--- config.mk ---
export PLATFORM = sky130hd
export DESIGN_NAME = utf8_to_glyph_decoder
export DESIGN_NICKNAME = d
export VERILOG_FILES = /design/src/rtl/core/utd_pkg.sv /design/src/rtl/core/utd_front.sv /design/src/rtl/core/utd_fifo.sv /design/src/rtl/core/utd_back.sv /design/src/rtl/core/utf8_to_glyph_decoder.sv
export SDC_FILE = /design/constraint.sdc
export NUM_CORES = 1
export LEC_CHECK = 0
export ABC_AREA = 0
export ABC_CLOCK_PERIOD_IN_PS = 2920
export BUFFER_PORTS_ARGS = -buffer_cell sky130_fd_sc_hd__clkbuf_2
export CAP_MARGIN = 10
export CORE_MARGIN = 1.5
export CORE_UTILIZATION = 40
export CTS_CLUSTER_DIAMETER = 30
export CTS_CLUSTER_SIZE = 28
export DETAILED_ROUTE_END_ITERATION = 10
export GPL_ROUTABILITY_DRIVEN = 0
export PLACE_DENSITY = 0.68
export SLEW_MARGIN = 20
export SYNTH_ARGS = -nofsm -noshare
export SYNTH_HDL_FRONTEND = slang
export SYNTH_SLANG_ARGS = --single-unit
--- constraint.sdc ---
create_clock -name clk -period 2.92 [get_ports clk]
set_input_delay 0.292 -clock clk [delete_from_list [all_inputs] [get_ports clk]]
set_output_delay 0.292 -clock clk [all_outputs]
set_load 0.02 [all_outputs]
--- src/rtl/core/utd_pkg.sv ---
// utd_pkg: shared types, constants and the glyph map of the utf-8 glyph decoder
// used by utd_front, utd_fifo, utd_back and utf8_to_glyph_decoder
package utd_pkg;

  localparam int unsigned CP_W = 21;

  // lead and continuation byte classes
  localparam logic [7:0] LEAD2_MASK = 8'hE0;
  localparam logic [7:0] LEAD2_VAL  = 8'hC0;
  localparam logic [7:0] LEAD3_MASK = 8'hF0;
  localparam logic [7:0] LEAD3_VAL  = 8'hE0;
  localparam logic [7:0] LEAD4_MASK = 8'hF8;
  localparam logic [7:0] LEAD4_VAL  = 8'hF0;
  localparam logic [7:0] CONT_MASK  = 8'hC0;
  localparam logic [7:0] CONT_VAL   = 8'h80;

  // symbol code points and their glyph slots
  localparam logic [CP_W-1:0] CP_ARROW_LEFT  = 21'h02190;
  localparam logic [CP_W-1:0] CP_ARROW_UP    = 21'h02191;
  localparam logic [CP_W-1:0] CP_ARROW_RIGHT = 21'h02192;
  localparam logic [CP_W-1:0] CP_ARROW_DOWN  = 21'h02193;
  localparam logic [CP_W-1:0] CP_SHIFT_KEY   = 21'h021E7;
  localparam logic [CP_W-1:0] CP_RETURN_KEY  = 21'h023CE;

  localparam logic [6:0] GL_ARROW_LEFT  = 7'd16;
  localparam logic [6:0] GL_ARROW_UP    = 7'd17;
  localparam logic [6:0] GL_ARROW_RIGHT = 7'd18;
  localparam logic [6:0] GL_ARROW_DOWN  = 7'd19;
  localparam logic [6:0] GL_SHIFT_KEY   = 7'd20;
  localparam logic [6:0] GL_RETURN_KEY  = 7'd21;
  localparam logic [6:0] GL_NONE        = 7'd0;

  localparam logic [7:0] MAX_GLYPHS_RST = 8'd128;

  // kind of work handed from front to back
  typedef enum logic [1:0] {
    REC_GLYPH,
    REC_END,
    REC_GLYPH_END
  } rec_kind_t;

  typedef struct packed {
    rec_kind_t  kind;
    logic [6:0] glyph;
    logic [7:0] count;
    logic       err;
  } rec_t;

  typedef enum logic {
    BK_HEAD,
    BK_TAIL
  } back_state_t;

  // code point to font glyph index
  function automatic logic [6:0] map_glyph(input logic [CP_W-1:0] cp);
    logic [6:0] g;
    g = GL_NONE;
    if (cp >= 21'h20 && cp < 21'h80) begin
      g = cp[6:0];
    end else begin
      case (cp)
        CP_ARROW_LEFT:  g = GL_ARROW_LEFT;
        CP_ARROW_UP:    g = GL_ARROW_UP;
        CP_ARROW_RIGHT: g = GL_ARROW_RIGHT;
        CP_ARROW_DOWN:  g = GL_ARROW_DOWN;
        CP_SHIFT_KEY:   g = GL_SHIFT_KEY;
        CP_RETURN_KEY:  g = GL_RETURN_KEY;
        default:        g = GL_NONE;
      endcase
    end
    return g;
  endfunction

endpackage

--- src/rtl/core/utd_front.sv ---
// utd_front: byte classifier and sequence assembler of the utf-8 glyph decoder
// depends on utd_pkg; emits one work record per byte that causes results
module utd_front (
  input  logic              clk,
  input  logic              rst_n,
  input  logic              byte_take,
  input  logic [7:0]        byte_data,
  input  logic [7:0]        max_glyphs,
  output logic              rec_valid,
  output utd_pkg::rec_t     rec
);
  import utd_pkg::*;

  logic [1:0]      pend_r,  pend_nxt;
  logic [CP_W-1:0] cp_r,    cp_nxt;
  logic [7:0]      count_r, count_nxt;
  logic            drop_r,  drop_nxt;

  logic            glyph_done;
  logic [CP_W-1:0] cp_done;
  logic [1:0]      pend_dec;
  logic [7:0]      count_inc;
  logic [7:0]      limit;

  assign pend_dec  = pend_r - 2'd1;
  assign count_inc = count_r + 8'd1;
  assign limit     = (max_glyphs == 8'd0) ? 8'd1 : max_glyphs;

  // per-byte decode step
  always_comb begin
    pend_nxt   = pend_r;
    cp_nxt     = cp_r;
    count_nxt  = count_r;
    drop_nxt   = drop_r;
    rec_valid  = 1'b0;
    rec.kind   = REC_END;
    rec.glyph  = GL_NONE;
    rec.count  = count_r;
    rec.err    = 1'b0;
    glyph_done = 1'b0;
    cp_done    = '0;

    if (byte_take) begin
      if (drop_r) begin
        // skip to the terminator
        if (byte_data == 8'd0) begin
          drop_nxt  = 1'b0;
          count_nxt = 8'd0;
          pend_nxt  = 2'd0;
          cp_nxt    = '0;
        end
      end else if (pend_r != 2'd0) begin
        // continuation expected
        if (byte_data == 8'd0 || (byte_data & CONT_MASK) != CONT_VAL) begin
          rec_valid = 1'b1;
          rec.err   = 1'b1;
          count_nxt = 8'd0;
          pend_nxt  = 2'd0;
          cp_nxt    = '0;
          drop_nxt  = (byte_data != 8'd0);
        end else begin
          pend_nxt = pend_dec;
          case (pend_dec)
            2'd0:    cp_done = cp_r | {15'd0, byte_data[5:0]};
            2'd1:    cp_done = cp_r | {9'd0, byte_data[5:0], 6'd0};
            2'd2:    cp_done = cp_r | {3'd0, byte_data[5:0], 12'd0};
            default: cp_done = cp_r;
          endcase
          cp_nxt     = cp_done;
          glyph_done = (pend_dec == 2'd0);
        end
      end else if (byte_data == 8'd0) begin
        // clean terminator
        rec_valid = 1'b1;
        count_nxt = 8'd0;
        cp_nxt    = '0;
      end else if (!byte_data[7]) begin
        cp_done    = {13'd0, byte_data};
        glyph_done = 1'b1;
      end else if ((byte_data & LEAD2_MASK) == LEAD2_VAL) begin
        cp_nxt   = {10'd0, byte_data[4:0], 6'd0};
        pend_nxt = 2'd1;
      end else if ((byte_data & LEAD3_MASK) == LEAD3_VAL) begin
        cp_nxt   = {5'd0, byte_data[3:0], 12'd0};
        pend_nxt = 2'd2;
      end else if ((byte_data & LEAD4_MASK) == LEAD4_VAL) begin
        cp_nxt   = {byte_data[2:0], 18'd0};
        pend_nxt = 2'd3;
      end else begin
        // bad lead byte
        rec_valid = 1'b1;
        rec.err   = 1'b1;
        count_nxt = 8'd0;
        cp_nxt    = '0;
        drop_nxt  = 1'b1;
      end

      // finished code point: glyph, and end of string at the limit
      if (glyph_done) begin
        rec_valid = 1'b1;
        rec.glyph = map_glyph(cp_done);
        rec.count = count_inc;
        cp_nxt    = '0;
        if (count_inc >= limit) begin
          rec.kind  = REC_GLYPH_END;
          count_nxt = 8'd0;
          pend_nxt  = 2'd0;
          drop_nxt  = 1'b1;
        end else begin
          rec.kind  = REC_GLYPH;
          count_nxt = count_inc;
        end
      end
    end
  end

  always_ff @(posedge clk) begin
    if (!rst_n) begin
      pend_r  <= 2'd0;
      cp_r    <= '0;
      count_r <= 8'd0;
      drop_r  <= 1'b0;
    end else begin
      pend_r  <= pend_nxt;
      cp_r    <= cp_nxt;
      count_r <= count_nxt;
      drop_r  <= drop_nxt;
    end
  end

endmodule

--- src/rtl/core/utd_fifo.sv ---
// utd_fifo: short record queue between decoder front and result back end
// depends on utd_pkg for the record type
module utd_fifo #(
  parameter int unsigned DEPTH = 4
) (
  input  logic          clk,
  input  logic          rst_n,
  input  logic          push,
  input  utd_pkg::rec_t push_rec,
  input  logic          pop,
  output logic          full,
  output logic          head_valid,
  output utd_pkg::rec_t head_rec
);
  import utd_pkg::*;

  localparam int unsigned PTR_W = (DEPTH > 1) ? $clog2(DEPTH) : 1;
  localparam int unsigned CNT_W = $clog2(DEPTH + 1);
  localparam logic [PTR_W-1:0] PTR_LAST = PTR_W'(DEPTH - 1);
  localparam logic [CNT_W-1:0] CNT_FULL = CNT_W'(DEPTH);

  rec_t             slot_r [DEPTH];
  logic [PTR_W-1:0] wr_ptr_r, wr_ptr_nxt;
  logic [PTR_W-1:0] rd_ptr_r, rd_ptr_nxt;
  logic [CNT_W-1:0] cnt_r,    cnt_nxt;
  logic             do_push, do_pop;

  assign full       = (cnt_r == CNT_FULL);
  assign head_valid = (cnt_r != '0);
  assign head_rec   = slot_r[rd_ptr_r];
  assign do_push    = push && !full;
  assign do_pop     = pop && head_valid;

  // pointer and fill count update
  always_comb begin
    wr_ptr_nxt = wr_ptr_r;
    rd_ptr_nxt = rd_ptr_r;
    cnt_nxt    = cnt_r;
    if (do_push) begin
      wr_ptr_nxt = (wr_ptr_r == PTR_LAST) ? '0 : wr_ptr_r + PTR_W'(1);
    end
    if (do_pop) begin
      rd_ptr_nxt = (rd_ptr_r == PTR_LAST) ? '0 : rd_ptr_r + PTR_W'(1);
    end
    if (do_push && !do_pop) begin
      cnt_nxt = cnt_r + CNT_W'(1);
    end else if (do_pop && !do_push) begin
      cnt_nxt = cnt_r - CNT_W'(1);
    end
  end

  always_ff @(posedge clk) begin
    if (!rst_n) begin
      wr_ptr_r <= '0;
      rd_ptr_r <= '0;
      cnt_r    <= '0;
    end else begin
      wr_ptr_r <= wr_ptr_nxt;
      rd_ptr_r <= rd_ptr_nxt;
      cnt_r    <= cnt_nxt;
    end
  end

  // record storage
  always_ff @(posedge clk) begin
    if (do_push) begin
      slot_r[wr_ptr_r] <= push_rec;
    end
  end

endmodule

--- src/rtl/core/utd_back.sv ---
// utd_back: turns queued records into result transfers through an output register
// depends on utd_pkg; a glyph-plus-end record leaves as two transfers
module utd_back (
  input  logic          clk,
  input  logic          rst_n,
  input  logic          head_valid,
  input  utd_pkg::rec_t head_rec,
  output logic          pop,
  output logic          out_valid,
  input  logic          out_stall,
  output logic [6:0]    out_glyph,
  output logic          out_is_end,
  output logic          out_had_error,
  output logic [7:0]    out_glyph_count,
  output logic          out_last
);
  import utd_pkg::*;

  back_state_t state_r, state_nxt;
  logic        valid_r;
  logic [6:0]  glyph_r;
  logic        is_end_r;
  logic        err_r;
  logic [7:0]  count_r;
  logic        last_r;
  logic [7:0]  tail_cnt_r;

  logic        load;
  logic        res_valid;
  logic [6:0]  res_glyph;
  logic        res_is_end;
  logic        res_err;
  logic [7:0]  res_count;
  logic        res_last;

  assign load = !valid_r || !out_stall;

  // next state
  always_comb begin
    state_nxt = state_r;
    case (state_r)
      BK_HEAD: begin
        if (load && head_valid && head_rec.kind == REC_GLYPH_END) begin
          state_nxt = BK_TAIL;
        end
      end
      BK_TAIL: begin
        if (load) begin
          state_nxt = BK_HEAD;
        end
      end
      default: state_nxt = BK_HEAD;
    endcase
  end

  // result selection and queue pop
  always_comb begin
    pop        = 1'b0;
    res_valid  = 1'b0;
    res_glyph  = GL_NONE;
    res_is_end = 1'b1;
    res_err    = 1'b0;
    res_count  = tail_cnt_r;
    res_last   = 1'b1;
    case (state_r)
      BK_HEAD: begin
        pop       = load && head_valid;
        res_valid = head_valid;
        res_count = head_rec.count;
        case (head_rec.kind)
          REC_GLYPH: begin
            res_glyph  = head_rec.glyph;
            res_is_end = 1'b0;
          end
          REC_GLYPH_END: begin
            res_glyph  = head_rec.glyph;
            res_is_end = 1'b0;
            res_last   = 1'b0;
          end
          default: begin
            res_err = head_rec.err;
          end
        endcase
      end
      BK_TAIL: begin
        res_valid = 1'b1;
      end
      default: res_valid = 1'b0;
    endcase
  end

  always_ff @(posedge clk) begin
    if (!rst_n) begin
      state_r <= BK_HEAD;
      valid_r <= 1'b0;
    end else begin
      state_r <= state_nxt;
      if (load) begin
        valid_r <= res_valid;
      end
    end
  end

  // output register and held end count
  always_ff @(posedge clk) begin
    if (load) begin
      glyph_r  <= res_glyph;
      is_end_r <= res_is_end;
      err_r    <= res_err;
      count_r  <= res_count;
      last_r   <= res_last;
    end
    if (pop) begin
      tail_cnt_r <= head_rec.count;
    end
  end

  assign out_valid       = valid_r;
  assign out_glyph       = glyph_r;
  assign out_is_end      = is_end_r;
  assign out_had_error   = err_r;
  assign out_glyph_count = count_r;
  assign out_last        = last_r;

endmodule

--- src/rtl/core/utf8_to_glyph_decoder.sv ---
// utf8_to_glyph_decoder: top level of the utf-8 string to font glyph decoder
// depends on utd_pkg, utd_front, utd_fifo and utd_back
//
//   channel   direction  handshake            payload
//   in_       input      in_valid / in_stall   in_data_byte
//   out_      output     out_valid / out_stall out_glyph, out_is_end, out_had_error,
//                                              out_glyph_count, out_last
//   cfg_      input      cfg_we                cfg_wdata (max_glyphs)
//
// one byte is taken per clock while the queue is not full; the front decodes it
// in the cycle of its transfer; a byte's first result is written into the record queue
// and then loaded into the output register, which drives the out_ channel
// a byte that hits the glyph limit gives two results, a glyph and then an end
// in_stall rises only when the FIFO_DEPTH-entry record queue is full
// rst_n is synchronous; it clears decode state, queue and output valid, max_glyphs to 128
module utf8_to_glyph_decoder #(
  parameter int unsigned FIFO_DEPTH = 4
) (
  input  logic       clk,
  input  logic       rst_n,
  input  logic       in_valid,
  output logic       in_stall,
  input  logic [7:0] in_data_byte,
  output logic       out_valid,
  input  logic       out_stall,
  output logic [6:0] out_glyph,
  output logic       out_is_end,
  output logic       out_had_error,
  output logic [7:0] out_glyph_count,
  output logic       out_last,
  input  logic       cfg_we,
  input  logic [7:0] cfg_wdata
);
  import utd_pkg::*;

  logic [7:0] max_glyphs_r;
  logic       byte_take;
  logic       rec_valid;
  rec_t       rec;
  logic       q_full;
  logic       head_valid;
  rec_t       head_rec;
  logic       pop;

  // glyph limit register
  always_ff @(posedge clk) begin
    if (!rst_n) begin
      max_glyphs_r <= MAX_GLYPHS_RST;
    end else if (cfg_we) begin
      max_glyphs_r <= cfg_wdata;
    end
  end

  assign in_stall  = q_full;
  assign byte_take = in_valid && !q_full;

  utd_front u_front (
    .clk        (clk),
    .rst_n      (rst_n),
    .byte_take  (byte_take),
    .byte_data  (in_data_byte),
    .max_glyphs (max_glyphs_r),
    .rec_valid  (rec_valid),
    .rec        (rec)
  );

  utd_fifo #(
    .DEPTH (FIFO_DEPTH)
  ) u_fifo (
    .clk        (clk),
    .rst_n      (rst_n),
    .push       (rec_valid),
    .push_rec   (rec),
    .pop        (pop),
    .full       (q_full),
    .head_valid (head_valid),
    .head_rec   (head_rec)
  );

  utd_back u_back (
    .clk             (clk),
    .rst_n           (rst_n),
    .head_valid      (head_valid),
    .head_rec        (head_rec),
    .pop             (pop),
    .out_valid       (out_valid),
    .out_stall       (out_stall),
    .out_glyph       (out_glyph),
    .out_is_end      (out_is_end),
    .out_had_error   (out_had_error),
    .out_glyph_count (out_glyph_count),
    .out_last        (out_last)
  );

endmodule

==> reports/metrics.cfg, run 1 <==
[power]
switching_share_pct = 29.3
combPwrFrac_pct = 25.6
p_leak_nw = 3.16
pwr-share-clk_pct = 33.8
p_int_mw = 4.86
vdd_drop_max_v = 0.000530
seqPwrFrac_pct = 40.6
finalPower_mw = 6.87
p_sw_mw = 2.01
powerDensity_nw_per_um2 = 807

[routing]
first_pass_iters = 5
wl_per_cell_um = 16.9
dr.first_iter.drc_count = 492
drc = 0
ant_nets = 0
wl_um = 15300
vias = 5027
vias_per_cell = 5.55

[clock_network]
clock-sinks = 149
htreeDepth = 4
clk_pin_slew_ns = 0.06
root_buffer = clkbuf_16
clkLatencyLatePin_ns = 0.42
clock_path_buffers = 2
cts_tree = done
numCtsBuffers = 17

[worst_hold_path]
hold_path_startpoint = cfg_wdata[7]
hp-class = in2reg
hold_end = max_glyphs_r[7]$_SDFFE_PN1P_
whs_path_depth = 3

[worst_setup_path]
cp.arrival_ns = 3.13
critPathCaptureType = flop
worstSetupStartpointType = flop
path_class = reg2reg
worstPathMaxFanout = 8
rrSetupSlack_ns = 0.08
worstReg2RegStart = u_front.pend_r[0]$_SDFFE_PN0P_
rr_endpoint = u_fifo.slot_r[1][13]$_DFFE_PP_
r2r_cells = 9
critPathRequiredTime_ns = 3.21

[die]
ios = 41
core_sq_um = 17200
die_y_um = 135
start_util_pct = 40.7
dieArea_sq_um = 18300
fp.dieW_um = 135
rows = 48

[grt]
grt_overflow = 0
grt_start_max_net_pins = 35
antenna_found_initial = 0
grt_pass1_wl_um = 24800
grt_pass1_vias = 5019
grt_use_total_pct = 17.5

[timing]
hold_violations = 0
setup_viol = 0
slew_violations = 0
finalCritPeriodShare_pct = 97.1
max_slew.worst_pin.slew_ns = 0.687
period_needed_ns = 2.84
relSlewSlack_pct = 54.1
fmax_mhz = 353
fin_skew_ns = 0.00636

[logic_synthesis]
ys_top_cells_by_area = edfxtp_1 42%, dfxtp_1 15%, mux4_2 5.8%, ha_1 3.7%, nor2_1 3.5%
yosys_warnings = 0
syn_area_sq_um = 7020
synth_seq_area_share_pct = 56.5
yosys.cell_types.count = 70
synth_cells = 594
synth_top_area_cell = edfxtp_1
synthFlopType = edfxtp_1
synthArstFlopShare_pct = 0
synth_top_area_share_pct = 41.9
post_synth.cell_area_avg_sq_um = 11.8
synth_seq_cells = 149
synth_edf_count = 98
syn_nets = 637

[final_layout]
ff_latch_area_sq_um = 3970
fillerInstances = 1484
final_common_cell = edfxtp_1
syn2layout_area_growth_pct = 21.2
final_layout_size_suffix_gt1_share_pct = 27.4
nets = 710
final_core_util_pct = 49.3
n_antenna_cell = 0
multiInputGateArea_sq_um = 2980
final_cell_mix = 98 x edfxtp_1, 62 x nor2_1, 52 x nand2_1

[placed_design]
hpwl_um = 10700
port_buffers = 40

[flow_run]
maxCapViolCount = 0

[status]
outcome = finished, final reports clean

[through the flow]
step / setup WS [ns] / area (sq um) / instances / hold slack (ns) / setup TNS (ns)
after floorplan: 0.0133 / 7030 / 594 / 0.391 / 0
after global placement: 0.0230 / 7680 / 867 / 0.452 / 0
after detailed placement: -0.0801 / 7680 / 867 / 0.467 / -0.496
after CTS: 0.0365 / 8330 / 901 / 0.0887 / 0
after global routing: -0.00380 / 8500 / 905 / 0.118 / -0.0112
final: 0.0846 / 8500 / 905 / 0.0954 / 0
[critical path, stage by stage (launching register included)]
cell	delay, ns
dfxtp_1	0.32
buf_4	0.15
ha_1	0.32
or3_4	0.46
a32oi_4	0.35
nand2_1	0.15
a2111oi_4	0.37
a31oi_1	0.17
a221oi_2	0.24
buf_4	0.17
[logic make-up (layout without fill, tap and decap cells)]
logic type	count (synthesis)	after routing	share of synthesized area [%]
AOI/OAI and AO/OA	117	117	12.3
xor gates and xnor gates	11	11	1.37
adders and majority gates	22	22	4.03
buffers and inverters	56	142	3.26
DFF	149	149	56.5
muxes	36	36	8.49
and+or+nand+nor	203	203	14.0
[synthesized netlist by cell type, types with 11 or more instances]
cell / n
nor2_1: 66
edfxtp_1: 98
ha_1: 21
a21oi_1: 26
dfxtp_1: 51
nand3_1: 13
nand2_1: 52
clkbuf_1: 22
o21ai_0: 13
mux4_2: 18
a22oi_1: 11
nor2b_1: 14
inv_1: 23
[flip-flops by register name, summed over array words and instances, names as in the netlist, named ones only]
register,flops
u_back.out_valid,1
u_front.drop_r,1
u_back.tail_cnt_r,8
u_back.state_r,1
u_fifo.cnt_r,3
u_back.out_is_end,1
u_back.out_glyph_count,8
u_back.out_had_error,1
u_fifo.slot_r,72
u_front.count_r,8
u_front.pend_r,2
u_back.out_last,1
u_fifo.wr_ptr_r,2
u_front.cp_r,21
u_back.out_glyph,7
max_glyphs_r,8
u_fifo.rd_ptr_r,2
[layer usage]
metal  wire (um)  GRT usage [%]  vias to the layer above
li1            -              -                     2349
met1        6690           21.9                     2425
met2        7310           29.0                      200
met3         843           3.63                       53
met4         455           8.60                        0
met5           0              0                        -
[timing repair]
item                       in CTS  in global routing
pin swaps                       2                  4
gates resized for setup         1                 29
setup endpoints to repair      10                 42
hold endpoints to repair        0                  0
hold buffers                    0                  0
buffers inserted                2                  4
cloned                          0                  0
[power groups by stage]
stage | Combinational (mW) | Clock (mW) | Sequential (mW)
floorplan | 1.07 | 0 | 2.96
global placement | 1.66 | 0 | 2.81
detailed placement | 1.71 | 0 | 2.83
CTS | 1.72 | 2.35 | 2.79
global route | 1.90 | 2.44 | 2.82
finish | 1.76 | 2.32 | 2.79
[cell type report]
class	instances	share of cell area [%]
clock buffer	19	5.09
clock inverter	13	2.31
tap	225	3.31
multi-input combinational	389	35.0
timing repair buffer	85	6.52
inverter	25	1.10
sequential	149	46.7
[worst max-delay path by stage]
stage / from / to / slack (ns) / cells past startpoint
after floorplan: u_front.pend_r[0]$_SDFFE_PN0P_ / u_fifo.cnt_r[2]$_SDFFE_PN0P_ / 0.01 / 14
after global placement: u_front.count_r[0]$_SDFFE_PN0P_ / u_front.count_r[4]$_SDFFE_PN0P_ / 0.02 / 12
after detailed placement: u_front.pend_r[0]$_SDFFE_PN0P_ / u_fifo.slot_r[3][13]$_DFFE_PP_ / -0.08 / 10
after CTS: u_front.pend_r[0]$_SDFFE_PN0P_ / u_fifo.cnt_r[2]$_SDFFE_PN0P_ / 0.04 / 12
after global routing: u_front.pend_r[0]$_SDFFE_PN0P_ / u_fifo.slot_r[1][13]$_DFFE_PP_ / -0.004 / 9
final: u_front.pend_r[0]$_SDFFE_PN0P_ / u_fifo.slot_r[1][13]$_DFFE_PP_ / 0.08 / 9
Note: power is estimated with default switching activity, not from simulation.
==> run 2, diff against run 1 <==
- ABC_CLOCK_PERIOD_IN_PS: 2920 -> 3500
- CORE_UTILIZATION: 40 -> 65
- PLACE_DENSITY: 0.68 -> 0.94
- clock period: 2.92 -> 3.5 ns (I/O delays scaled with it)
==> run 2 against run 1 <==
Combinational power decreased by 23%. Critical path type unchanged. Power is 21% lower. Largest cell class unchanged. Via count grew 0.38%. Critical endpoint is now u_fifo.cnt_r[2]$_SDFFE_PN0P_. Flip-flop and latch count unchanged. Count of clock-buffer cells in the layout down 2. Worst hold slack got worse by 0.062 ns. Largest power group unchanged.
==> reports/metrics.cfg, run 2 (synthesized netlist as in run 1, its figures left out) <==
[die]
ios = 41  ; unchanged
dieArea_sq_um = 11400  ; -38%
core_sq_um = 10400  ; -40%
start_util_pct = 67.4  ; +27 points
fp.dieW_um = 107  ; -21%
die_y_um = 107  ; -21%
rows = 37  ; -23%

[timing]
max_slew.worst_pin.slew_ns = 0.746  ; +0.0592 ns
relSlewSlack_pct = 50.2  ; -3.9 points
tns_ns = 0  ; unchanged
hold_violations = 0  ; unchanged
fmax_mhz = 311  ; -12%
slew_violations = 0  ; unchanged
finalCritPeriodShare_pct = 91.7  ; -5.4 points
fin_skew_ns = 0.0100  ; +0.00367 ns
rsz0062_at_grt = no
setup_viol = 0  ; unchanged
period_needed_ns = 3.21  ; +0.375 ns

[final_layout]
multiInputGateArea_sq_um = 2830  ; -5.1%
final_layout_size_suffix_gt1_share_pct = 20.6  ; -6.8 points
n_antenna_cell = 0  ; unchanged
syn2layout_area_growth_pct = 12.8
final_common_cell = edfxtp_1
ff_latch_area_sq_um = 3960  ; -0.13%
regMostFlops = u_fifo.slot_r
final_cell_mix = 98 x edfxtp_1, 66 x nor2_1, 52 x nand2_1
design_area_sq_um = 7920  ; -6.9%
fillerInstances = 606  ; -59%
nets = 677  ; -4.6%
final_core_util_pct = 76.0  ; +27 points
largest_reg_flops = 72  ; unchanged
reg.largest.list = u_fifo.slot_r x72, u_front.cp_r x21

[power]
finalPower_mw = 5.44  ; -21%
vdd_drop_max_v = 0.000336  ; -37%
pwr-share-clk_pct = 31.8  ; -2.0 points
combPwrFrac_pct = 24.9  ; -0.7 points
switching_share_pct = 32.2  ; +2.9 points
p_leak_nw = 2.95  ; -6.7%
seqPwrFrac_pct = 43.3  ; +2.7 points
powerDensity_nw_per_um2 = 687  ; -15%
p_sw_mw = 1.75  ; -13%
p_int_mw = 3.69  ; -24%

[routing]
dr.first_iter.drc_count = 561  ; +14%
wl_per_cell_um = 19.1  ; +13%
drc = 0  ; unchanged
vias_per_cell = 6.44  ; +16%
first_pass_iters = 5  ; unchanged
ant_nets = 0  ; unchanged
wl_um = 14900  ; -2.4%
vias = 5046  ; +0.38%

[grt]
grt_pass1_wl_um = 24300  ; -1.9%
grt_pass1_vias = 4983  ; -0.72%
grt_use_total_pct = 28.0  ; +10 points
grt_overflow = 0  ; unchanged
antenna_found_initial = 0  ; unchanged
grt_start_max_net_pins = 35  ; unchanged

[worst_setup_path]
cp_top_family = adder cells
path_cells = inv_1, ha_1, buf_4, nor2_1, a21oi_1, o21ai_0, a21oi_1, ha_1, inv_1, fa_1, xor2_1, or3_1, a21oi_1
crit_top_cell = a21oi_1
cp.arrival_ns = 3.67  ; +0.54 ns
critical_path_buf_inv_count = 3  ; +1
path_class = reg2reg
critPathCaptureType = flop
worstSetupStartpointType = flop
slowest_stage = ha_1
critPathRequiredTime_ns = 3.96  ; +0.75 ns
worstPathMaxFanout = 16  ; +8
cpPeakStageDelay_ns = 0.39  ; -0.07 ns

[placed_design]
port_buffers = 40  ; unchanged
hpwl_um = 9770  ; -8.5%
place_area_sq_um = 7340  ; -4.5%

[clock_network]
htreeDepth = 4  ; unchanged
numCtsBuffers = 17  ; unchanged
cts_resized = 0  ; -1
root_buffer = clkbuf_8
cts_tree = done
clk_pin_slew_ns = 0.07  ; about the same
clock_path_buffers = 2  ; unchanged
ctsHoldBuffers = 0  ; unchanged
clock-sinks = 149  ; unchanged
clkLatencyLatePin_ns = 0.53  ; +0.11 ns

[worst_hold_path]
hp-class = in2reg

[flow_run]
maxCapViolCount = 0  ; unchanged

[status]
outcome = finished, final reports clean

run 2: cell count changes in the layout (fill, tap and decap cells not counted), moves of 4 or more:
cell,delta
buf_4,-31
nor2_2,-4
clkinv_4,-4
nor2_1,+4
bufinv_16,-4
inv_8,+4
ha_1,+5
run 2: cell type report:
| class | instances | area share (%) |
|---|---|---|
| inverter | 25 | 1.19 |
| timing repair buffer | 52 | 3.67 |
| clock inverter | 15 | 2.04 |
| sequential | 149 | 50.1 |
| clock buffer | 17 | 5.23 |
| tap | 136 | 2.15 |
| multi-input combinational | 389 | 35.7 |
run 2: tightest hold or removal path: stages:
cell      delay, ns
clkbuf_2       0.07
nand2_1        0.04
o211ai_1       0.06
run 2: power by group through the flow:
stage	Sequential (mW)	Clock [mW]	Combinational (mW)
5_1_grt	2.38	1.83	1.48
4_1_cts	2.36	1.74	1.35
3_3_place_gp	2.36	0	1.26
3_5_place_dp	2.39	0	1.33
6_report	2.35	1.73	1.36
2_1_floorplan	2.47	0	0.883
run 2: stage by stage:
stage	instances	hold slack [ns]	setup slack, ns
final	783	0.0330	0.289
after detailed placement	750	0.451	0.247
after global routing	783	0.0431	0.0756
after floorplan	594	0.432	0.438
after global placement	750	0.446	0.437
after CTS	782	0.0272	0.142
run 2: worst paths after layout:
check                                                     from                            end  slack (ns)  depth (start not counted)
worst min-delay path                              cfg_wdata[7]   max_glyphs_r[7]$_SDFFE_PN1P_        0.03                          3
worst min register to register   u_front.cp_r[19]$_SDFFE_PN0P_  u_front.cp_r[19]$_SDFFE_PN0P_        0.46                          2
worst max-delay path            u_front.pend_r[1]$_SDFFE_PN0P_   u_fifo.cnt_r[2]$_SDFFE_PN0P_        0.29                         13
worst max register to register  u_front.pend_r[1]$_SDFFE_PN0P_   u_fifo.cnt_r[2]$_SDFFE_PN0P_        0.29                         13
run 2: repair_timing:
item / in CTS / in global routing
buffers inserted: 0 / 1
setup endpoints to repair: 0 / 6
hold endpoints to repair: 0 / 0
run 2: per-layer routing:
layer	routed length, um	share of wire [%]	global-route usage (%)	vias to the layer above
met2	7510	50	46.9	288
met5	0	0	0	-
met4	399	2.7	11.0	0
met3	1240	8.3	7.90	55
li1	-	-	-	2290
met1	5780	39	34.4	2413
==> run 3, diff against run 2 <==
- ABC_AREA: 0 -> unset
- CORE_UTILIZATION: 65 -> 30
- PLACE_DENSITY: 0.94 -> 0.55
==> run 3 against run 2 <==
Fmax is 1.5% higher. Non-clock buffer count is 4 higher. Via count fell by 5.0%. Final area is 3.3% higher. Global-route usage shrank 15 points. Worst setup slack improved by 0.047 ns. Sequential share of layout area fell by 1.6 points. Count of clock-buffer cells in the layout is the same. Flip-flop and latch count unchanged. Power rose by 1.0%.
==> reports/metrics.cfg, run 3 (synthesized netlist as in run 1, its figures left out) <==
[routing]
vias = 4796  ; -5.0%
drc = 0  ; unchanged
wl_um = 15200  ; +1.8%
first_pass_iters = 5  ; unchanged
vias_per_cell = 4.98  ; -23%
wl_met3_um = 689  ; -44%
wl_met1_um = 6990  ; +21%
ant_nets = 0  ; unchanged
dr.first_iter.drc_count = 387  ; -31%
wl_per_cell_um = 15.8  ; -17%
routed-wl-met2_um = 7210  ; -4.1%
top_layer_used = met4

[grt]
grt_pass1_wl_um = 24900  ; +2.3%
grt_overflow = 0  ; unchanged
grt_pass1_vias = 4881  ; -2.0%
antenna_found_initial = 0  ; unchanged
grt_use_total_pct = 13.2  ; -15 points
grt_start_max_net_pins = 35  ; unchanged

[worst_setup_path]
worstReg2RegStart = u_front.pend_r[0]$_SDFFE_PN0P_
cp.arrival_ns = 3.52  ; -0.15 ns
worstSetupStartpointType = flop
r2r_cells = 12  ; -1
rrSetupSlack_ns = 0.34  ; +0.05 ns
path_class = reg2reg
critPathRequiredTime_ns = 3.86  ; -0.10 ns
worstPathMaxFanout = 9  ; -7
critPathCaptureType = flop
rr_endpoint = u_fifo.cnt_r[2]$_SDFFE_PN0P_

[clock_network]
htreeDepth = 4  ; unchanged
cts_tree = done
cts_resized = 0  ; unchanged
clk_pin_slew_ns = 0.07  ; about the same
numCtsBuffers = 17  ; unchanged
clock_path_buffers = 2  ; unchanged
clkLatencyLatePin_ns = 0.43  ; -0.10 ns
root_buffer = clkbuf_16
clock-sinks = 149  ; unchanged

[final_layout]
regMostFlops = u_fifo.slot_r
reg.largest.list = u_fifo.slot_r x72, u_front.cp_r x21
stdcell_count = 964  ; +23%
final_layout_size_suffix_gt1_share_pct = 21.0  ; +0.49 points
syn2layout_area_growth_pct = 16.6
final_cell_mix = 98 x edfxtp_1, 66 x nor2_1, 52 x nand2_1
final_common_cell = edfxtp_1
fillerInstances = 2206  ; +260%
n_antenna_cell = 0  ; unchanged
largest_reg_flops = 72  ; unchanged
nets = 681  ; +0.59%

[placed_design]
dp_cells = 931  ; +24%
port_buffers = 40  ; unchanged
hpwl_um = 10700  ; +9.8%

[power]
switching_share_pct = 31.1  ; -1.0 points
finalPower_mw = 5.50  ; +1.0%
vdd_drop_max_v = 0.000286  ; -15%
powerDensity_nw_per_um2 = 672  ; -2.2%
combPwrFrac_pct = 23.9  ; -1.0 points
p_sw_mw = 1.71  ; -2.2%
p_leak_nw = 2.98  ; +1.0%
p_int_mw = 3.79  ; +2.6%
seqPwrFrac_pct = 43.2  ; about the same
pwr-share-clk_pct = 32.9  ; +1.1 points

[timing]
setup_viol = 0  ; unchanged
max_slew.worst_pin.slew_ns = 0.731  ; -0.0152 ns
fin_skew_ns = 0.00834  ; -0.00168 ns
finalCritPeriodShare_pct = 90.4  ; -1.4 points
relSlewSlack_pct = 51.1  ; +0.97 points
rsz0062_at_grt = no
tns_ns = 0  ; unchanged
hold_violations = 0  ; unchanged
fmax_mhz = 316  ; +1.5%
slew_violations = 0  ; unchanged
period_needed_ns = 3.16  ; -0.0475 ns

[worst_hold_path]
whs_path_depth = 3  ; unchanged
hold_path_startpoint = cfg_wdata[5]
hold_end = max_glyphs_r[5]$_SDFFE_PN0P_
hp-class = in2reg

[die]
start_util_pct = 30.8  ; -37 points
rows = 55  ; +49%
fp.dieW_um = 156  ; +46%
core_sq_um = 22800  ; +120%
ios = 41  ; unchanged
dieArea_sq_um = 24300  ; +110%
die_y_um = 156  ; +46%

[status]
outcome = finished, final reports clean

[flow_run]
maxCapViolCount = 0  ; unchanged

run 3: power by group through the flow:
stage	clock, mW	combinational, mW	sequential (mW)
finish	1.81	1.32	2.37
detailed placement	0	1.33	2.42
CTS	1.85	1.33	2.38
floorplan	0	0.883	2.47
global placement	0	1.30	2.41
global route	1.92	1.45	2.42
run 3: layer usage:
| metal | track usage [%] | vias up |
|---|---|---|
| met5 | 0 | - |
| met4 | 5.94 | 0 |
| met3 | 2.64 | 29 |
| met2 | 22.0 | 146 |
| met1 | 16.5 | 2325 |
| li1 | - | 2296 |
run 3: per-stage QoR:
stage                     area, sq um  setup WS [ns]  hold WS [ns]  util, %
after detailed placement         7590          0.301         0.469     33.3
after global placement           7590          0.367         0.457     33.3
after CTS                        8180          0.195         0.150     35.9
final                            8180          0.337         0.159     35.9
after floorplan                  7020          0.438         0.432        -
after global routing             8180         0.0297         0.162     35.9
run 3: worst max-delay path: stages (launching register included):
cell and delay, ns:
dfxtp_1 0.35, inv_1 0.16, ha_1 0.39, nand2b_1 0.18
a311oi_1 0.36, nor2_2 0.13, a21oi_1 0.22, ha_1 0.23
inv_1 0.06, fa_1 0.38, xor2_1 0.16, or3_1 0.32
a21oi_1 0.14
run 3: layout make-up:
class / instances / area, sq um / area share (%)
Clock buffer: 17 / 425 / 5.20
Clock inverter: 15 / 164 / 2.00
Inverter: 25 / 93.8 / 1.15
Multi-Input combinational cell: 389 / 2830 / 34.5
Sequential cell: 149 / 3960 / 48.4
Tap cell: 313 / 392 / 4.79
Timing Repair Buffer: 56 / 320 / 3.91
run 3: what timing repair did:
| action | 4_1_cts | 5_1_grt |
|---|---|---|
| hold buffers | 0 | 0 |
| endpoints found under the setup margin | 0 | 6 |
| setup buffers | 0 | 1 |
run 3: worst max path at each step:
| stage | slack (ns) | end | start | cells after the start |
|---|---|---|---|---|
| 3_3_place_gp | 0.37 | u_front.count_r[4]$_SDFFE_PN0P_ | u_front.count_r[0]$_SDFFE_PN0P_ | 12 |
| 2_1_floorplan | 0.44 | u_fifo.cnt_r[2]$_SDFFE_PN0P_ | u_front.pend_r[1]$_SDFFE_PN0P_ | 13 |
| 5_1_grt | 0.03 | u_front.count_r[4]$_SDFFE_PN0P_ | u_front.count_r[0]$_SDFFE_PN0P_ | 13 |
| 4_1_cts | 0.20 | u_front.count_r[2]$_SDFFE_PN0P_ | u_front.count_r[0]$_SDFFE_PN0P_ | 12 |
| 6_report | 0.34 | u_fifo.cnt_r[2]$_SDFFE_PN0P_ | u_front.pend_r[0]$_SDFFE_PN0P_ | 12 |
| 3_5_place_dp | 0.30 | u_front.count_r[2]$_SDFFE_PN0P_ | u_front.count_r[0]$_SDFFE_PN0P_ | 12 |
